===== config.mk =====
export PLATFORM = sky130hd
export DESIGN_NAME = fragment_reassembler
export DESIGN_NICKNAME = d
export VERILOG_FILES = /design/src/rtl/fr_pkg.sv /design/src/rtl/fr_front.sv /design/src/rtl/fr_fifo.sv /design/src/rtl/fr_back.sv /design/src/rtl/fragment_reassembler.sv
export SDC_FILE = /design/constraint.sdc
export NUM_CORES = 1
export LEC_CHECK = 0
export BUFFER_PORTS_ARGS = -buffer_cell sky130_fd_sc_hd__buf_2
export CAP_MARGIN = 40
export CORE_MARGIN = 1
export CORE_UTILIZATION = 35
export CTS_BUF_LIST = sky130_fd_sc_hd__clkbuf_8
export DETAILED_ROUTE_END_ITERATION = 7
export PLACE_DENSITY = 0.45
export SYNTH_ARGS = -nofsm -noshare
export SYNTH_HDL_FRONTEND = slang
export SYNTH_HIERARCHICAL = 1
export SYNTH_SLANG_ARGS = --single-unit

===== constraint.sdc =====
create_clock -name clk_i -period 4.6 [get_ports clk_i]
set_clock_uncertainty 0.15 [all_clocks]
set_input_delay 0.92 -clock clk_i [delete_from_list [all_inputs] [get_ports clk_i]]
set_output_delay 0.92 -clock clk_i [all_outputs]
set_load 0.02 [all_outputs]

===== src/rtl/fr_pkg.sv =====
// Shared types and constants of the fragment reassembler.
// Used by every module in rtl; depends on nothing.
`default_nettype none
package fr_pkg;

  localparam int MsgDepthDef = 64;
  localparam int MaxAw       = 6;
  localparam int MaxPw       = 7;
  localparam int SizeW       = 6;
  localparam int QDepth      = 2;

  localparam int HdrStartBit = 7;
  localparam int HdrEndBit   = 6;
  localparam logic [7:0] HdrSizeMask = 8'h3F;

  localparam logic KindData   = 1'b0;
  localparam logic KindHeader = 1'b1;

  typedef struct packed {
    logic       kind;
    logic [7:0] rx_byte;
  } in_t;

  typedef struct packed {
    logic [7:0] msg_byte;
    logic       last;
    logic       overflow;
    logic       empty_res;
  } out_t;

  typedef struct packed {
    logic             do_write;
    logic [MaxAw-1:0] waddr;
    logic [7:0]       wdata;
    logic             do_emit;
    logic [MaxPw-1:0] elen;
    logic             eovf;
  } op_t;

endpackage
`default_nettype wire


===== src/rtl/fr_front.sv =====
// Front end: accepts beats, tracks fragment state and turns beats into store
// writes and/or message emission commands. Depends on fr_pkg.
`default_nettype none
module fr_front #(
  parameter int MSG_DEPTH = fr_pkg::MsgDepthDef
) (
  input  wire logic        clk_i,
  input  wire logic        rst_ni,
  input  wire logic        in_valid_i,
  output logic             in_stall_o,
  input  wire fr_pkg::in_t in_data_i,
  input  wire logic        q_full_i,
  output logic             q_push_o,
  output fr_pkg::op_t      q_op_o
);

  localparam int PW = $clog2(MSG_DEPTH + 1);

  logic [PW-1:0]            wpos_q, wpos_d;
  logic [fr_pkg::SizeW-1:0] rem_q, rem_d;
  logic                     endp_q, endp_d;
  logic                     ovf_q, ovf_d;
  logic                     accept;

  assign in_stall_o = q_full_i;
  assign accept     = in_valid_i && !q_full_i;

  always_comb begin
    wpos_d   = wpos_q;
    rem_d    = rem_q;
    endp_d   = endp_q;
    ovf_d    = ovf_q;
    q_push_o = 1'b0;
    q_op_o   = '0;
    if (accept) begin
      if (in_data_i.kind == fr_pkg::KindHeader) begin
        if (in_data_i.rx_byte[fr_pkg::HdrStartBit]) begin
          wpos_d = '0;
          ovf_d  = 1'b0;
        end
        endp_d = in_data_i.rx_byte[fr_pkg::HdrEndBit];
        rem_d  = fr_pkg::SizeW'(in_data_i.rx_byte & fr_pkg::HdrSizeMask);
      end else if (rem_q != '0) begin
        if (wpos_q < PW'(MSG_DEPTH)) begin
          q_op_o.do_write = 1'b1;
          q_op_o.waddr    = fr_pkg::MaxAw'(wpos_q);
          q_op_o.wdata    = in_data_i.rx_byte;
          q_push_o        = 1'b1;
          wpos_d          = wpos_q + PW'(1);
        end else begin
          ovf_d = 1'b1;
        end
        rem_d = rem_q - fr_pkg::SizeW'(1);
      end
      if (rem_d == '0 && endp_d &&
          (in_data_i.kind == fr_pkg::KindHeader || rem_q != '0)) begin
        q_op_o.do_emit = 1'b1;
        q_op_o.elen    = fr_pkg::MaxPw'(wpos_d);
        q_op_o.eovf    = ovf_d;
        q_push_o       = 1'b1;
        wpos_d         = '0;
        endp_d         = 1'b0;
        ovf_d          = 1'b0;
      end
    end
  end

  always_ff @(posedge clk_i or negedge rst_ni) begin
    if (!rst_ni) begin
      wpos_q <= '0;
      rem_q  <= '0;
      endp_q <= 1'b0;
      ovf_q  <= 1'b0;
    end else begin
      wpos_q <= wpos_d;
      rem_q  <= rem_d;
      endp_q <= endp_d;
      ovf_q  <= ovf_d;
    end
  end

endmodule
`default_nettype wire


===== src/rtl/fr_fifo.sv =====
// Short command queue between the front end and the back end.
// Depends on fr_pkg for the command type and depth.
`default_nettype none
module fr_fifo (
  input  wire logic        clk_i,
  input  wire logic        rst_ni,
  input  wire logic        push_i,
  input  wire fr_pkg::op_t op_i,
  output logic             full_o,
  input  wire logic        pop_i,
  output logic             valid_o,
  output fr_pkg::op_t      op_o
);

  localparam int PtrW = $clog2(fr_pkg::QDepth);
  localparam int CntW = $clog2(fr_pkg::QDepth + 1);

  fr_pkg::op_t     mem_q [fr_pkg::QDepth];
  logic [PtrW-1:0] wptr_q, rptr_q;
  logic [CntW-1:0] cnt_q;
  logic            do_push, do_pop;

  assign full_o  = (cnt_q == CntW'(fr_pkg::QDepth));
  assign valid_o = (cnt_q != '0);
  assign op_o    = mem_q[rptr_q];
  assign do_push = push_i && !full_o;
  assign do_pop  = pop_i && valid_o;

  always_ff @(posedge clk_i) begin
    if (do_push) begin
      mem_q[wptr_q] <= op_i;
    end
  end

  always_ff @(posedge clk_i or negedge rst_ni) begin
    if (!rst_ni) begin
      wptr_q <= '0;
      rptr_q <= '0;
      cnt_q  <= '0;
    end else begin
      if (do_push) begin
        wptr_q <= (wptr_q == PtrW'(fr_pkg::QDepth - 1)) ? '0 : wptr_q + PtrW'(1);
      end
      if (do_pop) begin
        rptr_q <= (rptr_q == PtrW'(fr_pkg::QDepth - 1)) ? '0 : rptr_q + PtrW'(1);
      end
      if (do_push && !do_pop) begin
        cnt_q <= cnt_q + CntW'(1);
      end else if (do_pop && !do_push) begin
        cnt_q <= cnt_q - CntW'(1);
      end
    end
  end

endmodule
`default_nettype wire


===== src/rtl/fr_back.sv =====
// Back end: holds the message store, applies queued writes and emits
// completed messages one beat per cycle unless stalled. Depends on fr_pkg.
`default_nettype none
module fr_back #(
  parameter int MSG_DEPTH = fr_pkg::MsgDepthDef
) (
  input  wire logic        clk_i,
  input  wire logic        rst_ni,
  input  wire logic        q_valid_i,
  input  wire fr_pkg::op_t q_op_i,
  output logic             q_pop_o,
  output logic             out_valid_o,
  input  wire logic        out_stall_i,
  output fr_pkg::out_t     out_data_o
);

  localparam int AW = $clog2(MSG_DEPTH);
  localparam int PW = $clog2(MSG_DEPTH + 1);

  typedef enum logic {StIdle, StEmit} state_e;

  state_e        st_q;
  logic [7:0]    store [MSG_DEPTH];
  logic [7:0]    byte_q;
  logic [PW-1:0] rd_ptr_q, len_q, rd_nxt;
  logic          ovf_q;
  logic          out_vld_q, last_q, out_ovf_q, empty_q;
  logic          out_free, rd_en, empty_load, is_last;

  assign out_free   = !out_vld_q || !out_stall_i;
  assign q_pop_o    = (st_q == StIdle) && q_valid_i && (!q_op_i.do_emit || out_free);
  assign rd_en      = (st_q == StEmit) && out_free;
  assign empty_load = q_pop_o && q_op_i.do_emit && (q_op_i.elen[PW-1:0] == '0);
  assign rd_nxt     = rd_ptr_q + PW'(1);
  assign is_last    = (rd_nxt == len_q);

  always_ff @(posedge clk_i) begin
    if (q_pop_o && q_op_i.do_write) begin
      store[q_op_i.waddr[AW-1:0]] <= q_op_i.wdata;
    end
    if (rd_en) begin
      byte_q <= store[rd_ptr_q[AW-1:0]];
    end else if (empty_load) begin
      byte_q <= '0;
    end
  end

  always_ff @(posedge clk_i or negedge rst_ni) begin
    if (!rst_ni) begin
      st_q      <= StIdle;
      rd_ptr_q  <= '0;
      len_q     <= '0;
      ovf_q     <= 1'b0;
      out_vld_q <= 1'b0;
      last_q    <= 1'b0;
      out_ovf_q <= 1'b0;
      empty_q   <= 1'b0;
    end else begin
      if (empty_load || rd_en) begin
        out_vld_q <= 1'b1;
      end else if (!out_stall_i) begin
        out_vld_q <= 1'b0;
      end
      case (st_q)
        StIdle: begin
          if (empty_load) begin
            last_q    <= 1'b1;
            out_ovf_q <= q_op_i.eovf;
            empty_q   <= 1'b1;
          end else if (q_pop_o && q_op_i.do_emit) begin
            st_q     <= StEmit;
            rd_ptr_q <= '0;
            len_q    <= q_op_i.elen[PW-1:0];
            ovf_q    <= q_op_i.eovf;
          end
        end
        StEmit: begin
          if (out_free) begin
            last_q    <= is_last;
            out_ovf_q <= ovf_q;
            empty_q   <= 1'b0;
            rd_ptr_q  <= rd_nxt;
            if (is_last) begin
              st_q <= StIdle;
            end
          end
        end
        default: begin
          st_q <= StIdle;
        end
      endcase
    end
  end

  assign out_valid_o          = out_vld_q;
  assign out_data_o.msg_byte  = byte_q;
  assign out_data_o.last      = last_q;
  assign out_data_o.overflow  = out_ovf_q;
  assign out_data_o.empty_res = empty_q;

endmodule
`default_nettype wire


===== src/rtl/fragment_reassembler.sv =====
// Fragment reassembler top level: front end, two-entry command queue, back end.
// A completed message reaches the output through the command queue, the emit
// state and the output register; an empty message skips the emit state.
// Throughput: one input beat per cycle while the command queue has room; one
// output beat per cycle while not stalled, set by the single store read port.
// Reset clears all control state; the message store is not initialised.
`default_nettype none
module fragment_reassembler #(
  parameter int MSG_DEPTH = fr_pkg::MsgDepthDef
) (
  input  wire logic         clk_i,
  input  wire logic         rst_ni,
  input  wire logic         in_valid_i,
  output logic              in_stall_o,
  input  wire fr_pkg::in_t  in_data_i,
  output logic              out_valid_o,
  input  wire logic         out_stall_i,
  output fr_pkg::out_t      out_data_o
);

  logic        q_push, q_full, q_pop, q_valid;
  fr_pkg::op_t push_op, head_op;

  fr_front #(
    .MSG_DEPTH(MSG_DEPTH)
  ) u_front (
    .clk_i     (clk_i),
    .rst_ni    (rst_ni),
    .in_valid_i(in_valid_i),
    .in_stall_o(in_stall_o),
    .in_data_i (in_data_i),
    .q_full_i  (q_full),
    .q_push_o  (q_push),
    .q_op_o    (push_op)
  );

  fr_fifo u_fifo (
    .clk_i  (clk_i),
    .rst_ni (rst_ni),
    .push_i (q_push),
    .op_i   (push_op),
    .full_o (q_full),
    .pop_i  (q_pop),
    .valid_o(q_valid),
    .op_o   (head_op)
  );

  fr_back #(
    .MSG_DEPTH(MSG_DEPTH)
  ) u_back (
    .clk_i      (clk_i),
    .rst_ni     (rst_ni),
    .q_valid_i  (q_valid),
    .q_op_i     (head_op),
    .q_pop_o    (q_pop),
    .out_valid_o(out_valid_o),
    .out_stall_i(out_stall_i),
    .out_data_o (out_data_o)
  );

`ifndef SYNTHESIS
  a_no_push_when_full: assert property (@(posedge clk_i) disable iff (!rst_ni)
    q_push |-> !q_full) else $error("Command pushed into a full queue.");

  a_pop_only_valid: assert property (@(posedge clk_i) disable iff (!rst_ni)
    q_pop |-> q_valid) else $error("Command popped from an empty queue.");

  a_empty_is_last: assert property (@(posedge clk_i) disable iff (!rst_ni)
    out_valid_o |-> (!out_data_o.empty_res || out_data_o.last))
    else $error("Empty message beat without last flag.");
`endif

endmodule
`default_nettype wire


# Yosys cells after proc, flatten, opt, wreduce, memory -nomap -nowiden
# Memories as Yosys holds them, arrays and structs flattened.
# Cells that the tools add are included.
dict set report word_totals {
  word_cells 122
  input_bits 13
  reg_bits 47
  output_inout_bits 13
  ramBits 560
  memories 2
}
# name words width rd rd_ports_with_merged_regs wr line
set memory_table {}
lappend memory_table {u_back.store 64 8 1 0 1 fr_back.sv:23} ;# logic [7:0] store [MSG_DEPTH];
lappend memory_table {u_fifo.mem_q 2 24 1 0 1 fr_fifo.sv:18} ;# fr_pkg::op_t mem_q [fr_pkg::QDepth];
dict set report op_classes {
  bitwise_logic 2
  muxes 55
  n_eq_ne 7
  n_addsub 7
  n_lt_le_gt_ge 1
  n_reduce_logical 32
}
# operator count
set op_table {}
lappend op_table {{7-bit 2-to-1 mux} 8}
lappend op_table {{15-bit 2-to-1 mux} 3}
lappend op_table {{1-bit 2-to-1 mux} 30}
lappend op_table {{24-bit 2-to-1 mux} 1}
lappend op_table {{6-bit 2-to-1 mux} 3}
lappend op_table {{8-bit 2-to-1 mux} 2}
lappend op_table {{7-bit by 1-bit adder with 7-bit output, second input constant} 2}
lappend op_table {{7-bit case mux with 2 select lines} 1}
lappend op_table {{1-bit logical AND} 13}
lappend op_table {{9-bit 2-to-1 mux} 1}
lappend op_table {{1-bit case mux with 2 select lines} 4}
lappend op_table {{7-bit == test} 1}
lappend op_table {{7-bit zero test} 1}
lappend op_table {{7-bit < comparator, second input constant} 1}
lappend op_table {{1-bit zero test} 6}
lappend op_table {{6-bit zero test} 1}
lappend op_table {{2-bit inequality test, second input constant} 3}
lappend op_table {{3-bit AND reduction} 2}
lappend op_table {{2-bit nonzero test} 3}
lappend op_table {{6-bit nonzero test} 1}
lappend op_table {{6-bit by 1-bit subtractor with 6-bit output, second input constant} 1}
lappend op_table {{1-bit logical OR} 4}
lappend op_table {{2-bit 2-to-1 mux} 2}
lappend op_table {{2-bit by 1-bit inequality test with 1-bit output, second input constant} 2}
lappend op_table {{6 further kinds} 8}

# Depth between registers and ports, before layout
dict set report logic_depth {
  depth_word 14
  depth_mapped 15
}

# Hierarchy
# The synthesis kept the hierarchy.
# mod instances cells_each area_each_um2
set modules_own_cells {}
lappend modules_own_cells {fr_back 1 1056 21463.1}
lappend modules_own_cells {fr_fifo 1 94 2034.5}
lappend modules_own_cells {fr_front 1 174 1360.1}

# Worst setup path after synthesis
# OpenSTA, ideal clock, no wires.
dict set report synth_path {
  path_kind {input to register}
  from {in in_data_i[3] (netlist name)}
  to {mem u_fifo/mem_q[0][0] (netlist name), enable pin}
  setup_time_ns 0.405
  cell_stages 8
  setup_slack_ns 0.442
  arrival_ns 3.604
  cell_sequence {or4b_1 nor3b_1 a31oi_2 or4_1 buf_6 nand2b_1 nand2_1 nor2_1}
}
dict set report synth_between {
  elab_chain_cells 10
}
# element line
set synth_rtl {}
lappend synth_rtl {{start, declared} fragment_reassembler.sv:15} ;# input wire fr_pkg::in_t in_data_i,
lappend synth_rtl {{6-bit 2-to-1 mux} fr_front.sv:36} ;# if (in_data_i.kind == fr_pkg::KindHeader) begin
lappend synth_rtl {{6-bit 2-to-1 mux} fr_front.sv:35} ;# if (accept) begin
lappend synth_rtl {{6-bit zero test} fr_front.sv:55} ;# if (rem_d == '0 && endp_d &&
lappend synth_rtl {{1-bit logical AND (2 in a row)} fr_front.sv:55}
lappend synth_rtl {{1-bit 2-to-1 mux} fr_front.sv:55}
lappend synth_rtl {{1-bit 2-to-1 mux} fr_front.sv:35}
lappend synth_rtl {{net q_push} fragment_reassembler.sv:21} ;# logic q_push, q_full, q_pop, q_valid;
lappend synth_rtl {{1-bit logical AND} fr_fifo.sv:26} ;# assign do_push = push_i && !full_o;
lappend synth_rtl {{1-bit 2-to-1 mux} fr_fifo.sv:30} ;# if (do_push) begin
lappend synth_rtl {{1-bit 2-to-1 mux (implied by the code)} fr_fifo.sv:31} ;# mem_q[wptr_q] <= op_i;
lappend synth_rtl {{end, declared} fr_fifo.sv:18}
# The timed path passes the listed nets, and every way through them passes these cells. The select of a mux whose other input is x is not followed.

# Worst setup path in the final report
dict set report layout_path {
  from {reg u_front/rem_q[0] (netlist name)}
  to {mem u_fifo/mem_q[0][6] (netlist name), enable pin}
}
dict set report layout_between {
  elab_chain_cells 12
  word_cells_on_any_way 16
}
# element line
set layout_rtl {}
lappend layout_rtl {{start, declared} fr_front.sv:20} ;# logic [fr_pkg::SizeW-1:0] rem_q, rem_d;
lappend layout_rtl {{start signal, assigned} fr_front.sv:76} ;# rem_q <= rem_d;
lappend layout_rtl {{6-bit by 1-bit subtractor with 6-bit output / 6-bit nonzero test (equally long branches)} {fr_front.sv:53, fr_front.sv:43, fr_front.sv:56}}
lappend layout_rtl {{6-bit 2-to-1 mux} fr_front.sv:43} ;# end else if (rem_q != '0) begin
lappend layout_rtl {{6-bit 2-to-1 mux} fr_front.sv:36}
lappend layout_rtl {{6-bit 2-to-1 mux} fr_front.sv:35}
lappend layout_rtl {{6-bit zero test} fr_front.sv:55}
lappend layout_rtl {{1-bit logical AND (2 in a row)} fr_front.sv:55}
lappend layout_rtl {{1-bit 2-to-1 mux *} fr_front.sv:55}
lappend layout_rtl {{1-bit 2-to-1 mux *} fr_front.sv:35}
lappend layout_rtl {{net q_push} fragment_reassembler.sv:21}
lappend layout_rtl {{1-bit logical AND *} fr_fifo.sv:26}
lappend layout_rtl {{1-bit 2-to-1 mux *} fr_fifo.sv:30}
lappend layout_rtl {{1-bit 2-to-1 mux (implied by the code) *} fr_fifo.sv:31}
# Mark *: on every way through the listed nets, which the timed path passes. The rest lies on a longest branch. The select of a mux whose other input is x is not followed.

==> metrics.txt <==
status completed; Crit. Startpoint u_front/rem_q[0]; RSZ-0062 raised after global routing no; via count 12603; hold endpoint u_fifo/cnt_q[1]; DRT Pass-1 Iters 5; ANT nets after route 0; Setup CP Type reg -> reg; register area share after synthesis between 70 and 80%; commonest non-fill, non-tap cells in the layout edfxtp_1, mux4_2, clkbuf_8; internal power 0.0109 W; Clock Path Buffers 3; commonest non-fill, non-tap cell in the layout edfxtp_1; total CTS buffers between 100 and 150; Final Critical Period 3540 ps; vias in the first global route 13337; first-pass GRT wire length 90.6 mm; post-synth top area share between 60 and 70%; 1st-iter DRT viols 967; post-synthesis cell type count 74; HPWL after detailed placement 37.4 mm; cell accounting for the most synthesized area edfxtp_1; combinational fraction of design power 28.1%; wire length per cell 24.7 microns; RR Startpoint u_front/rem_q[0]; GRT Residual Overflow 0; RR Endpoint u_fifo/mem_q[0][6]; max cap viols 0; total power 0.0163 W; crit-path max FO 24; Post-Place Cell Area 26200 sq um; Starting Density 35.4%; Final setup viols 0; CTS clk-pin slew, worst paths 60 ps; Sum Neg Setup Slack 0 ps; period utilization 77.0%; fmax 0.282 GHz; Worst-Skew Late Latency 710 ps; Area growth syn-to-layout 13.2%; post-synth net total 1343; post-CTS sizing 0; Mapped Cells 1324; worst setup margin 1060 ps; routed wire length 61.1 mm; port bufs 25; postcts setup bufs 0; Sw Share 33.1%; final hold vios 0; FILL cells about 6500; worst hold stages 1; nets@finish 1460; row cnt a little under 100; clock sink count 607; Hold Crit Class reg -> reg; reg2reg setup slack ~1100 ps; root buf cell clkbuf_8; fin area approximately 28000 sq um; die width 269 microns; # DRC 0; max-slew violations 0; number of flops mapped to enable cells by yosys 568; Avg Cell Area, Syn 18.8 sq um; Worst Max-Slew Pin Slew 882 ps; area occupied by multi-input gates 6210 sq um; Area contributors post-synth edfxtp_1, mux4_2, dfrtp_1; Post-synth ARST share 6.43%; Sequential Power Share 44.0%; fin util 40.1%; pre-CTS WS 737 ps; vias per cell 5.10; Crit. End Element flip-flop; DIE AREA 72100 sq um; Yosys reg bits just over 600; Worst EP arrival 3740 ps; Peak supply drop 364 uV; Worst setup SP type flip-flop; Primary FF master, synth edfxtp_1; core area 70100 sq um; Pleak 9.45 nW; clock power share 27.9%; CP required 4800 ps; hold buffers post-CTS 1; Max transition margin around two fifths; path depth of the worst reg2reg path 10; hold_sp u_fifo/cnt_q[1]; largest net degree at the start of global routing 65; RD Place Congestion 0.818; CTS tree built; DIE HEIGHT 269 microns; FF/Latch Area 18000 sq um; Top Ports 26; gr usage total 17.5%; Mapped Area approximately 25000 sq um; fraction of layout cells with a size suffix above 1 24.3%; Switching Power about 0.0054 W; pwr dens ~580 nW/um^2; H-tree lvl count 3; yosys warns 6; initial antenna violation count 2
## routing by layer
| layer | part of all wire [%] | global-route usage [%] |
|---|---|---|
| met2 | 48 | 28.1 |
| met5 | 0 | 0 |
| met1 | 45 | 23.5 |
| met3 | 4.2 | 3.71 |
| met4 | 2.5 | 5.71 |
## cell type report
class                   instances  area share, %
flip-flops and latches        607           64.1
multi-input cells             623           22.1
clock buffers                 104           5.09
well taps                     940           4.18
repair buffers                 87           2.46
clock inverters                91           1.82
inverters                      18          0.258
diodes                          3         0.0267
## critical path, cell delays in order, from the launching register on
cell	delay, ps
dfrtp_1	430
inv_1	130
ha_1	260
xor2_1	150
a2111oi_0	410
a311oi_1	200
or4_1	760
nand2b_1	170
nand2_1	110
nor2_2	90
buf_4	320
## power by group through the flow
stage | combinational, W | sequential, W | clock (W)
global route | 0.00495 | 0.00723 | 0.00496
CTS | 0.00470 | 0.00720 | 0.00472
finish | 0.00459 | 0.00718 | 0.00456
detailed placement | 0.00470 | 0.00731 | 0
floorplan | 0.00339 | 0.00700 | 0
global placement | 0.00465 | 0.00731 | 0
## logic make-up after synthesis
| group | Yosys count | share of synthesized area [%] |
|---|---|---|
| flops | 607 | 72.5 |
| fa+ha+maj | 6 | 0.302 |
| buf+inv | 94 | 2.51 |
| compound gates | 138 | 3.68 |
| mux | 207 | 15.4 |
| simple gates | 259 | 5.12 |
| xor+xnor | 13 | 0.458 |
## flip-flops by register name, summed over array words and instances (netlist names)
name and flops:
u_fifo/mem_q 48, u_front/endp_q 1, u_fifo/cnt_q 2, u_back/out_valid_o 1
u_back/store 512, u_back/out_ovf_q 1, u_back/byte_q 8, u_back/empty_q 1
u_back/ovf_q 1, u_front/wpos_q 7, u_fifo/wptr_q 1, u_back/st_q 1
u_back/rd_ptr_q 7, u_fifo/rptr_q 1, u_front/ovf_q 1, u_back/last_q 1
u_front/rem_q 6, u_back/len_q 7
## cells in the mapped netlist, drive strengths merged, types with 21 or more instances
| master | instances |
|---|---|
| buf | 55 |
| nand3 | 23 |
| mux2 | 37 |
| mux4 | 125 |
| dfrtp | 39 |
| edfxtp | 568 |
| nor2 | 94 |
| mux2i | 45 |
| a21oi | 28 |
| nand2 | 56 |
| o21ai | 28 |
| clkbuf | 21 |
## how the worst max path moves through the flow
stage	end	slack, ps	cells past startpoint
floorplan	u_fifo/mem_q[0][0]	440	8
global placement	u_fifo/mem_q[0][12]	760	9
detailed placement	u_fifo/mem_q[0][14]	740	9
CTS	u_fifo/mem_q[0][6]	1080	10
global route	u_fifo/mem_q[0][6]	840	10
finish	u_fifo/mem_q[0][6]	1060	10
## through the flow
| step | cells | hold WS (ps) |
|---|---|---|
| after floorplan | 1324 | 301 |
| after global placement | 2269 | 331 |
| after detailed placement | 2274 | 326 |
| after CTS | 2470 | 288 |
| after global routing | 2473 | 321 |
| final | 2473 | 336 |
No activity file was read; power rests on OpenSTA's default activity.
